$ cat src/rtl/msmc_pkg.sv
// ----------------------------------------------------------------------------
// Motor speed mode controller package
// Shared word types, configuration codes and constants.
// ----------------------------------------------------------------------------
`default_nettype none

package msmc_pkg;

  localparam int unsigned TicksPerSecond = 100;
  localparam int unsigned PressCountCap  = 300;

  localparam logic [2:0] ModeOff   = 3'd0;
  localparam logic [2:0] ModeOne   = 3'd1;
  localparam logic [2:0] ModeTwo   = 3'd2;
  localparam logic [2:0] ModeThree = 3'd3;
  localparam logic [2:0] ModeFour  = 3'd4;
  localparam logic [2:0] ModeFive  = 3'd5;
  localparam logic [2:0] ModeAux   = 3'd6;

  localparam logic [7:0]  CeilingReset    = 8'd75;
  localparam logic [7:0]  HalveThreshold  = 8'd10;
  localparam logic [7:0]  LimitOneReset   = 8'd37;
  localparam logic [7:0]  LimitTwoReset   = 8'd40;
  localparam logic [7:0]  LimitThreeReset = 8'd42;
  localparam logic [7:0]  LimitFourReset  = 8'd45;
  localparam logic [7:0]  LimitFiveReset  = 8'd47;
  localparam logic [15:0] IdleTimeoutReset = 16'd900;
  localparam logic [7:0]  BrownoutReset   = 8'd20;
  localparam logic [8:0]  MinPressReset   = 9'd8;

  typedef enum logic [2:0] {
    RegLimitOne   = 3'd0,
    RegLimitTwo   = 3'd1,
    RegLimitThree = 3'd2,
    RegLimitFour  = 3'd3,
    RegLimitFive  = 3'd4,
    RegIdleTime   = 3'd5,
    RegBrownout   = 3'd6,
    RegMinPress   = 3'd7
  } cfg_reg_e;

  typedef struct packed {
    logic button_down;
    logic supply_ok;
  } in_word_t;

  typedef struct packed {
    logic [2:0] mode_now;
    logic       pwm_enable;
    logic [7:0] pwm_level;
    logic [5:0] level_leds;
    logic       aux_on;
    logic       sleep_request;
  } out_word_t;

  typedef struct packed {
    logic [4:0][7:0] limit_mode;
    logic [15:0]     idle_timeout_seconds;
    logic [7:0]      brownout_trip_ticks;
    logic [8:0]      min_press_ticks;
  } cfg_t;

endpackage

`default_nettype wire

$ cat src/rtl/msmc_cfg_regs.sv
// ----------------------------------------------------------------------------
// Motor speed mode controller configuration registers
// Holds the duty limits, timeouts and press threshold written over the port.
// ----------------------------------------------------------------------------
`default_nettype none

module msmc_cfg_regs
  import msmc_pkg::*;
(
  input  wire logic        clk_i,
  input  wire logic        rst_ni,
  input  wire logic        cfg_valid_i,
  input  wire logic [2:0]  cfg_index_i,
  input  wire logic [15:0] cfg_data_i,
  output cfg_t             cfg_o
);

  cfg_t cfg_q, cfg_d;

  always_comb begin
    cfg_d = cfg_q;
    if (cfg_valid_i) begin
      unique case (cfg_reg_e'(cfg_index_i))
        RegLimitOne:   cfg_d.limit_mode[0] = cfg_data_i[7:0];
        RegLimitTwo:   cfg_d.limit_mode[1] = cfg_data_i[7:0];
        RegLimitThree: cfg_d.limit_mode[2] = cfg_data_i[7:0];
        RegLimitFour:  cfg_d.limit_mode[3] = cfg_data_i[7:0];
        RegLimitFive:  cfg_d.limit_mode[4] = cfg_data_i[7:0];
        RegIdleTime:   cfg_d.idle_timeout_seconds = cfg_data_i;
        RegBrownout:   cfg_d.brownout_trip_ticks = cfg_data_i[7:0];
        RegMinPress:   cfg_d.min_press_ticks = cfg_data_i[8:0];
        default:       cfg_d = cfg_q;
      endcase
    end
  end

  always_ff @(posedge clk_i or negedge rst_ni) begin
    if (!rst_ni) begin
      cfg_q.limit_mode[0]        <= LimitOneReset;
      cfg_q.limit_mode[1]        <= LimitTwoReset;
      cfg_q.limit_mode[2]        <= LimitThreeReset;
      cfg_q.limit_mode[3]        <= LimitFourReset;
      cfg_q.limit_mode[4]        <= LimitFiveReset;
      cfg_q.idle_timeout_seconds <= IdleTimeoutReset;
      cfg_q.brownout_trip_ticks  <= BrownoutReset;
      cfg_q.min_press_ticks      <= MinPressReset;
    end else begin
      cfg_q <= cfg_d;
    end
  end

  assign cfg_o = cfg_q;

endmodule

`default_nettype wire

$ cat src/rtl/msmc_core.sv
// ----------------------------------------------------------------------------
// Motor speed mode controller tick update
// Holds the controller state and computes one tick's update and result word.
// ----------------------------------------------------------------------------
`default_nettype none

module msmc_core
  import msmc_pkg::*;
#(
  parameter int unsigned TickRate      = TicksPerSecond,
  parameter int unsigned PressCapCount = PressCountCap
) (
  input  wire logic clk_i,
  input  wire logic rst_ni,
  input  wire logic tick_i,
  input  in_word_t  tick_word_i,
  input  cfg_t      cfg_i,
  output out_word_t result_o
);

  localparam logic [6:0] TickWrap = 7'(TickRate);
  localparam logic [9:0] PressCap = 10'(PressCapCount);

  logic [2:0]  mode_q, mode_d;
  logic [7:0]  duty_q, duty_d;
  logic [7:0]  ceiling_q, ceiling_d;
  logic [8:0]  press_q, press_d;
  logic [6:0]  tick_q, tick_d;
  logic [15:0] run_q, run_d;
  logic [7:0]  low_q, low_d;
  logic        running_q, running_d;
  logic [7:0]  latch_q, latch_d;
  logic        sleep;
  logic        click;
  logic [9:0]  press_inc;
  logic [6:0]  leds_full;

  always_comb begin
    mode_d    = mode_q;
    duty_d    = duty_q;
    ceiling_d = ceiling_q;
    press_d   = press_q;
    tick_d    = tick_q;
    run_d     = run_q;
    low_d     = low_q;
    running_d = running_q;
    latch_d   = latch_q;
    sleep     = 1'b0;
    click     = 1'b0;
    press_inc = {1'b0, press_q} + 10'd1;

    if (mode_q != ModeOff) begin
      tick_d = tick_q + 7'd1;
      if (tick_d >= TickWrap) begin
        tick_d = '0;
        if (run_q != 16'hFFFF) begin
          run_d = run_q + 16'd1;
        end
      end
    end

    if (tick_word_i.supply_ok) begin
      low_d = '0;
    end else begin
      if (mode_q != ModeOff && duty_q > HalveThreshold) begin
        duty_d = duty_q >> 1;
      end
      if (low_q != 8'hFF) begin
        low_d = low_q + 8'd1;
      end
      if (low_d >= cfg_i.brownout_trip_ticks) begin
        run_d     = '0;
        mode_d    = ModeOff;
        running_d = 1'b0;
        latch_d   = '0;
        sleep     = 1'b1;
      end
    end

    if (tick_word_i.button_down) begin
      if (press_inc >= PressCap) begin
        press_d = PressCap[8:0];
      end else begin
        press_d = press_inc[8:0];
      end
    end else begin
      click   = press_q >= cfg_i.min_press_ticks;
      press_d = '0;
    end
    if (click) begin
      mode_d = (mode_d >= ModeAux) ? ModeOff : mode_d + 3'd1;
    end

    unique case (mode_d)
      ModeOff: begin
        duty_d    = '0;
        running_d = 1'b0;
        latch_d   = '0;
        if (press_d == '0) begin
          run_d = '0;
          sleep = 1'b1;
        end
      end
      ModeOne, ModeTwo, ModeThree, ModeFour, ModeFive: begin
        ceiling_d = cfg_i.limit_mode[mode_d - 3'd1];
        latch_d   = duty_d;
        running_d = 1'b1;
      end
      ModeAux: begin
        if (ceiling_d != '0) begin
          duty_d    = '0;
          running_d = 1'b0;
          latch_d   = '0;
          ceiling_d = '0;
        end
      end
      default: begin
        ceiling_d = ceiling_d;
      end
    endcase

    if (duty_d < ceiling_d) begin
      duty_d = duty_d + 8'd1;
    end

    if (run_d >= cfg_i.idle_timeout_seconds && press_d == '0) begin
      run_d     = '0;
      mode_d    = ModeOff;
      running_d = 1'b0;
      latch_d   = '0;
      sleep     = 1'b1;
    end
  end

  assign leds_full = (7'd1 << mode_d) - 7'd1;

  always_comb begin
    result_o.mode_now      = mode_d;
    result_o.pwm_enable    = running_d;
    result_o.pwm_level     = running_d ? latch_d : 8'd0;
    result_o.level_leds    = (mode_d >= ModeOne && mode_d <= ModeAux) ? leds_full[5:0] : 6'd0;
    result_o.aux_on        = mode_d == ModeAux;
    result_o.sleep_request = sleep;
  end

  always_ff @(posedge clk_i or negedge rst_ni) begin
    if (!rst_ni) begin
      mode_q    <= ModeOff;
      duty_q    <= '0;
      ceiling_q <= CeilingReset;
      press_q   <= '0;
      tick_q    <= '0;
      run_q     <= '0;
      low_q     <= '0;
      running_q <= 1'b0;
      latch_q   <= '0;
    end else if (tick_i) begin
      mode_q    <= mode_d;
      duty_q    <= duty_d;
      ceiling_q <= ceiling_d;
      press_q   <= press_d;
      tick_q    <= tick_d;
      run_q     <= run_d;
      low_q     <= low_d;
      running_q <= running_d;
      latch_q   <= latch_d;
    end
  end

endmodule

`default_nettype wire

$ cat src/rtl/motor_speed_mode_controller.sv
// ----------------------------------------------------------------------------
// Motor speed mode controller
// Per-tick button debounce, mode stepping, PWM duty ramp and sleep requests.
// ----------------------------------------------------------------------------
// A tick word is registered in the input register, and its result word in the result register.
// The block accepts one tick word per cycle while the result register is not stalled.
// The input register and the result register each hold one word while stalled.
// Reset clears the control state and loads the duty ceiling and register defaults at once.
`default_nettype none

module motor_speed_mode_controller
  import msmc_pkg::*;
#(
  parameter int unsigned TickRate      = TicksPerSecond,
  parameter int unsigned PressCapCount = PressCountCap
) (
  input  wire logic        clk_i,
  input  wire logic        rst_ni,
  input  wire logic        in_valid_i,
  output logic             in_stall_o,
  input  in_word_t         in_data_i,
  output logic             out_valid_o,
  input  wire logic        out_stall_i,
  output out_word_t        out_data_o,
  input  wire logic        cfg_valid_i,
  output logic             cfg_ready_o,
  input  wire logic [2:0]  cfg_index_i,
  input  wire logic [15:0] cfg_data_i
);

  logic      in_valid_q, in_valid_d;
  in_word_t  in_word_q;
  logic      out_valid_q, out_valid_d;
  out_word_t out_word_q;
  out_word_t result;
  cfg_t      cfg;
  logic      advance;
  logic      in_fire;
  logic      tick_fire;

  assign advance    = !out_valid_q || !out_stall_i;
  assign in_stall_o = in_valid_q && !advance;
  assign in_fire    = in_valid_i && !in_stall_o;
  assign tick_fire  = in_valid_q && advance;
  assign in_valid_d  = in_fire || (in_valid_q && !advance);
  assign out_valid_d = tick_fire || (out_valid_q && out_stall_i);
  assign cfg_ready_o = 1'b1;

  msmc_cfg_regs u_cfg_regs (
    .clk_i       (clk_i),
    .rst_ni      (rst_ni),
    .cfg_valid_i (cfg_valid_i),
    .cfg_index_i (cfg_index_i),
    .cfg_data_i  (cfg_data_i),
    .cfg_o       (cfg)
  );

  msmc_core #(
    .TickRate      (TickRate),
    .PressCapCount (PressCapCount)
  ) u_core (
    .clk_i       (clk_i),
    .rst_ni      (rst_ni),
    .tick_i      (tick_fire),
    .tick_word_i (in_word_q),
    .cfg_i       (cfg),
    .result_o    (result)
  );

  always_ff @(posedge clk_i or negedge rst_ni) begin
    if (!rst_ni) begin
      in_valid_q  <= 1'b0;
      out_valid_q <= 1'b0;
    end else begin
      in_valid_q  <= in_valid_d;
      out_valid_q <= out_valid_d;
    end
  end

  always_ff @(posedge clk_i) begin
    if (in_fire) begin
      in_word_q <= in_data_i;
    end
    if (tick_fire) begin
      out_word_q <= result;
    end
  end

  assign out_valid_o = out_valid_q;
  assign out_data_o  = out_word_q;

  a_aux_matches_mode: assert property (@(posedge clk_i) disable iff (!rst_ni)
    out_valid_o |-> out_data_o.aux_on == (out_data_o.mode_now == ModeAux))
    else $error("Auxiliary output does not match the auxiliary mode.");

  a_off_stops_pwm: assert property (@(posedge clk_i) disable iff (!rst_ni)
    out_valid_o && out_data_o.mode_now == ModeOff |-> !out_data_o.pwm_enable)
    else $error("PWM running in the off mode.");

  a_level_zero_when_stopped: assert property (@(posedge clk_i) disable iff (!rst_ni)
    out_valid_o && !out_data_o.pwm_enable |-> out_data_o.pwm_level == 8'd0)
    else $error("Nonzero PWM level while the PWM is stopped.");

  a_stall_only_when_full: assert property (@(posedge clk_i) disable iff (!rst_ni)
    in_stall_o |-> out_valid_o && out_stall_i)
    else $error("Input stalled while the result register can move.");

endmodule

`default_nettype wire
$ cat config.mk
export PLATFORM = sky130hd
export DESIGN_NAME = motor_speed_mode_controller
export DESIGN_NICKNAME = d
export VERILOG_FILES = /design/src/rtl/msmc_pkg.sv /design/src/rtl/msmc_cfg_regs.sv /design/src/rtl/msmc_core.sv /design/src/rtl/motor_speed_mode_controller.sv
export SDC_FILE = /design/constraint.sdc
export NUM_CORES = 1
export LEC_CHECK = 0
export CAP_MARGIN = 20
export CORE_UTILIZATION = 55
export CTS_BUF_LIST = sky130_fd_sc_hd__clkbuf_2
export CTS_CLUSTER_DIAMETER = 100
export DETAILED_ROUTE_END_ITERATION = 10
export DONT_BUFFER_PORTS = 1
export HOLD_SLACK_MARGIN = 0.05
export PLACE_DENSITY = 0.7
export SLEW_MARGIN = 0
export SYNTH_ARGS = -nofsm -noshare
export SYNTH_HDL_FRONTEND = slang
export SYNTH_SLANG_ARGS = --single-unit
$ cat constraint.sdc
create_clock -name clk_i -period 20.3 [get_ports clk_i]
set_input_delay 0 -clock clk_i [delete_from_list [all_inputs] [get_ports clk_i]]
set_output_delay 0 -clock clk_i [all_outputs]
set_load 0.02 [all_outputs]
==> metrics <==
Sink Count 165; Post-CTS Setup Bufs 0; final period utilization 41.3%; mean post-synth cell area 10.3 sq um; status complete, no violations; routability congestion estimate 0.843; CTS tree done; Detail Route Antenna Nets 0; uppermost routed layer met4; main area contributors after synthesis dfrtp_1, mux2_2, dfstp_2; setup slack, reg-to-reg 11.91 ns; Die X 134 um; row count 48; most frequent cell after synthesis dfrtp_1; final WL 21300 um; Crit Path Class reg2reg; RSZ-0062 raised after global routing false; number of synthesized flops with an enable pin 22; GRT Overall Usage 24.9%; first-pass GRT wire length 35300 um; gate count after technology mapping 938; final core occ 61.4%; Most used DFF post-synth dfrtp_1; port bufs 0; VDD IR-drop max 0.0595 mV; Worst Tran Pin Value 0.888 ns; share of layout cells above drive strength 1 18.6%; R2R Path Start u_core.low_q[0]$_DFFE_PN0P_; reg2reg end out_data_o[4]$_SDFFCE_PN0P_; cell mode on critical path ha_1; latest clock arrival within the worst-skew pair 0.75 ns; Largest stage delay, worst path 0.64 ns; post-synthesis async set-or-reset flop share 86.7%; clock root buffer clkbuf_2; Ports 49; Power per Cell Area 106 nW/um^2; crit path to out_data_o[4]$_SDFFCE_PN0P_; wire per inst 17.6 um; Distinct cells, synth 75; Die Ht 134 um; DR DRC count 0; initial core utilization 56.1%; final net count 1047; Via-to-Cell Ratio 6.01; final setup fails 0; CP Capture Type flop; Worst Path Required 20.93 ns; Tmin final 8.39 ns; top cell type's share of synthesized area 29.9%; total power 1.12 mW; drt pass-1 iters 5; slowest stage cell, crit path a22oi_1; Worst R2R Path Depth 35; met1 WL 10400 um; Max-slew headroom 40.5%; Synth Warn # 0; top achievable clock speed 0.119 GHz; post-synthesis sequential area ratio 44.4%; area of the mapped netlist 9640 sq um; initial antenna violation count 1; H-Tree Depth 4; final count of hold timing violations 0; leakage 4.45 nW; area delta synth->final 9.40%; post-route cell area 10500 sq um; largest net degree at the start of global routing 116; CTS buffer count 17; Sum Neg Setup Slack 0 ns; Worst Setup SP u_core.low_q[0]$_DFFE_PN0P_; clk slew on worst S/H paths 0.24 ns; Seq cells post-synth 165; via count 7254; Post-synth top cells dfrtp_1, nand2_1, mux2_2; syn_nets 1017; drt first-iter violations 622; dpl cell area 9790 sq um; clk buf depth 2; DP HPWL 14100 um; Yosys top cell by area dfrtp_1; routed wl met3 1030 um; DR WL met2 9400 um; GRT overflow 0; # hold bufs at CTS 47; Crit Path Max Fanout 31; max cap viols 0; worst path arrival time 9.02 ns; hold crit path type in2reg; Slew Limit Fails 0; Core ar. 17200 sq um; Max Clock Skew 0.0374 ns; Setup crit start kind flop; number of global-route vias before repair 6753; die area 18100 sq um; post-CTS sizing 0
[area by class of cell]
| cell class | count | area [sq um] |
|---|---|---|
| Sequential cell | 165 | 4270 |
| Clock buffer | 22 | 110 |
| Antenna cell | 1 | 2.50 |
| Inverter | 49 | 184 |
| Timing Repair Buffer | 55 | 563 |
| Multi-Input combinational cell | 680 | 5000 |
| Fill cell | 1449 | 6640 |
| Tap cell | 225 | 282 |
| Clock inverter | 10 | 124 |
[per-stage QoR]
step,cells,worst slack (ns),hold slack [ns]
6_report,1207,11.91,0.123
5_1_grt,1207,11.13,0.111
4_1_cts,1205,12.03,0.111
3_5_place_dp,1126,12.10,-0.291
3_3_place_gp,1126,12.36,-0.291
2_1_floorplan,938,12.53,-0.296
[report_power, final]
| group | switching (mW) | total (mW) | internal, mW |
|---|---|---|---|
| clock network | 0.118 | 0.179 | 0.0606 |
| registers | 0.0551 | 0.467 | 0.412 |
| logic | 0.276 | 0.470 | 0.193 |
[cell usage in the layout (no fill, tap or decap), types with 8 or more instances in the layout]
cell type / Yosys / layout
o21ai_1: 16 / 15
xnor2_1: 11 / 11
a21o_1: 9 / 9
mux2i_1: 13 / 13
ha_1: 53 / 53
inv_1: 47 / 47
nand2_1: 85 / 84
nor4_1: 8 / 8
clkbuf_2: 0 / 22
a31oi_1: 16 / 16
dfrtp_1: 115 / 115
mux2_2: 78 / 78
nand4_1: 19 / 19
nor2_1: 50 / 50
nand3_1: 35 / 35
xor2_1: 9 / 9
o2bb2ai_1: 10 / 10
o21ai_0: 37 / 37
o41ai_1: 13 / 13
nor3_1: 20 / 20
or3_1: 16 / 16
dfstp_2: 28 / 28
a21oi_1: 55 / 55
edfxtp_1: 22 / 22
nand2b_1: 22 / 22
dlygate4sd3_1: 0 / 45
and3_1: 8 / 8
[cells by family (layout without fill, tap and decap cells)]
logic type	Yosys count	after routing	share of synthesized area, %
buf+inv	93	136	3.79
compound gates	206	206	14.5
mux	100	100	12.4
fa+ha+maj	53	53	6.88
xor+xnor	20	20	1.82
flops	165	165	44.4
simple gates	300	300	16.2
other cells	1	2	0.0389
[per-layer routing]
metal / GRT usage (%) / vias to the layer above
met5: 0 / -
met4: 8.55 / 0
met3: 4.16 / 32
met2: 36.3 / 210
met1: 37.5 / 3509
li1: - / 3503
[worst min path at each step]
stage                              start                          endpoint  slack (ns)  cells after the start
after floorplan                   rst_ni              in_valid_q$_DFF_PN0_       -0.30                      0
after global placement            rst_ni             out_valid_o$_DFF_PN0_       -0.29                      0
after detailed placement          rst_ni             out_valid_o$_DFF_PN0_       -0.29                      0
after CTS                 cfg_index_i[2]  u_cfg_regs.cfg_o[23]$_DFFE_PN0P_        0.11                      2
after global routing      cfg_index_i[2]  u_cfg_regs.cfg_o[23]$_DFFE_PN0P_        0.11                      2
final                     cfg_index_i[2]  u_cfg_regs.cfg_o[22]$_DFFE_PN0P_        0.12                      2
[state kept, by name, indices dropped and copies added (netlist names)]
signal / cells
u_cfg_regs.cfg_o: 73
out_data_o: 20
u_core.run_q: 16
u_core.press_q: 9
u_core.ceiling_q: 8
u_core.duty_q: 8
u_core.latch_q: 8
u_core.low_q: 8
u_core.tick_q: 7
u_core.mode_q: 3
in_word_q: 2
in_valid_q: 1
out_valid_o: 1
u_core.running_q: 1
[critical path: cells and delay by family, from the launching register on]
kind	cells	cell delay, ns
compound gates	13	3.23
xor+xnor	1	0.19
fa+ha+maj	6	1.57
buf+inv	1	0.33
flops	1	0.47
mux	1	0.27
simple gates	13	2.20
(Power assumes the default switching activity.)
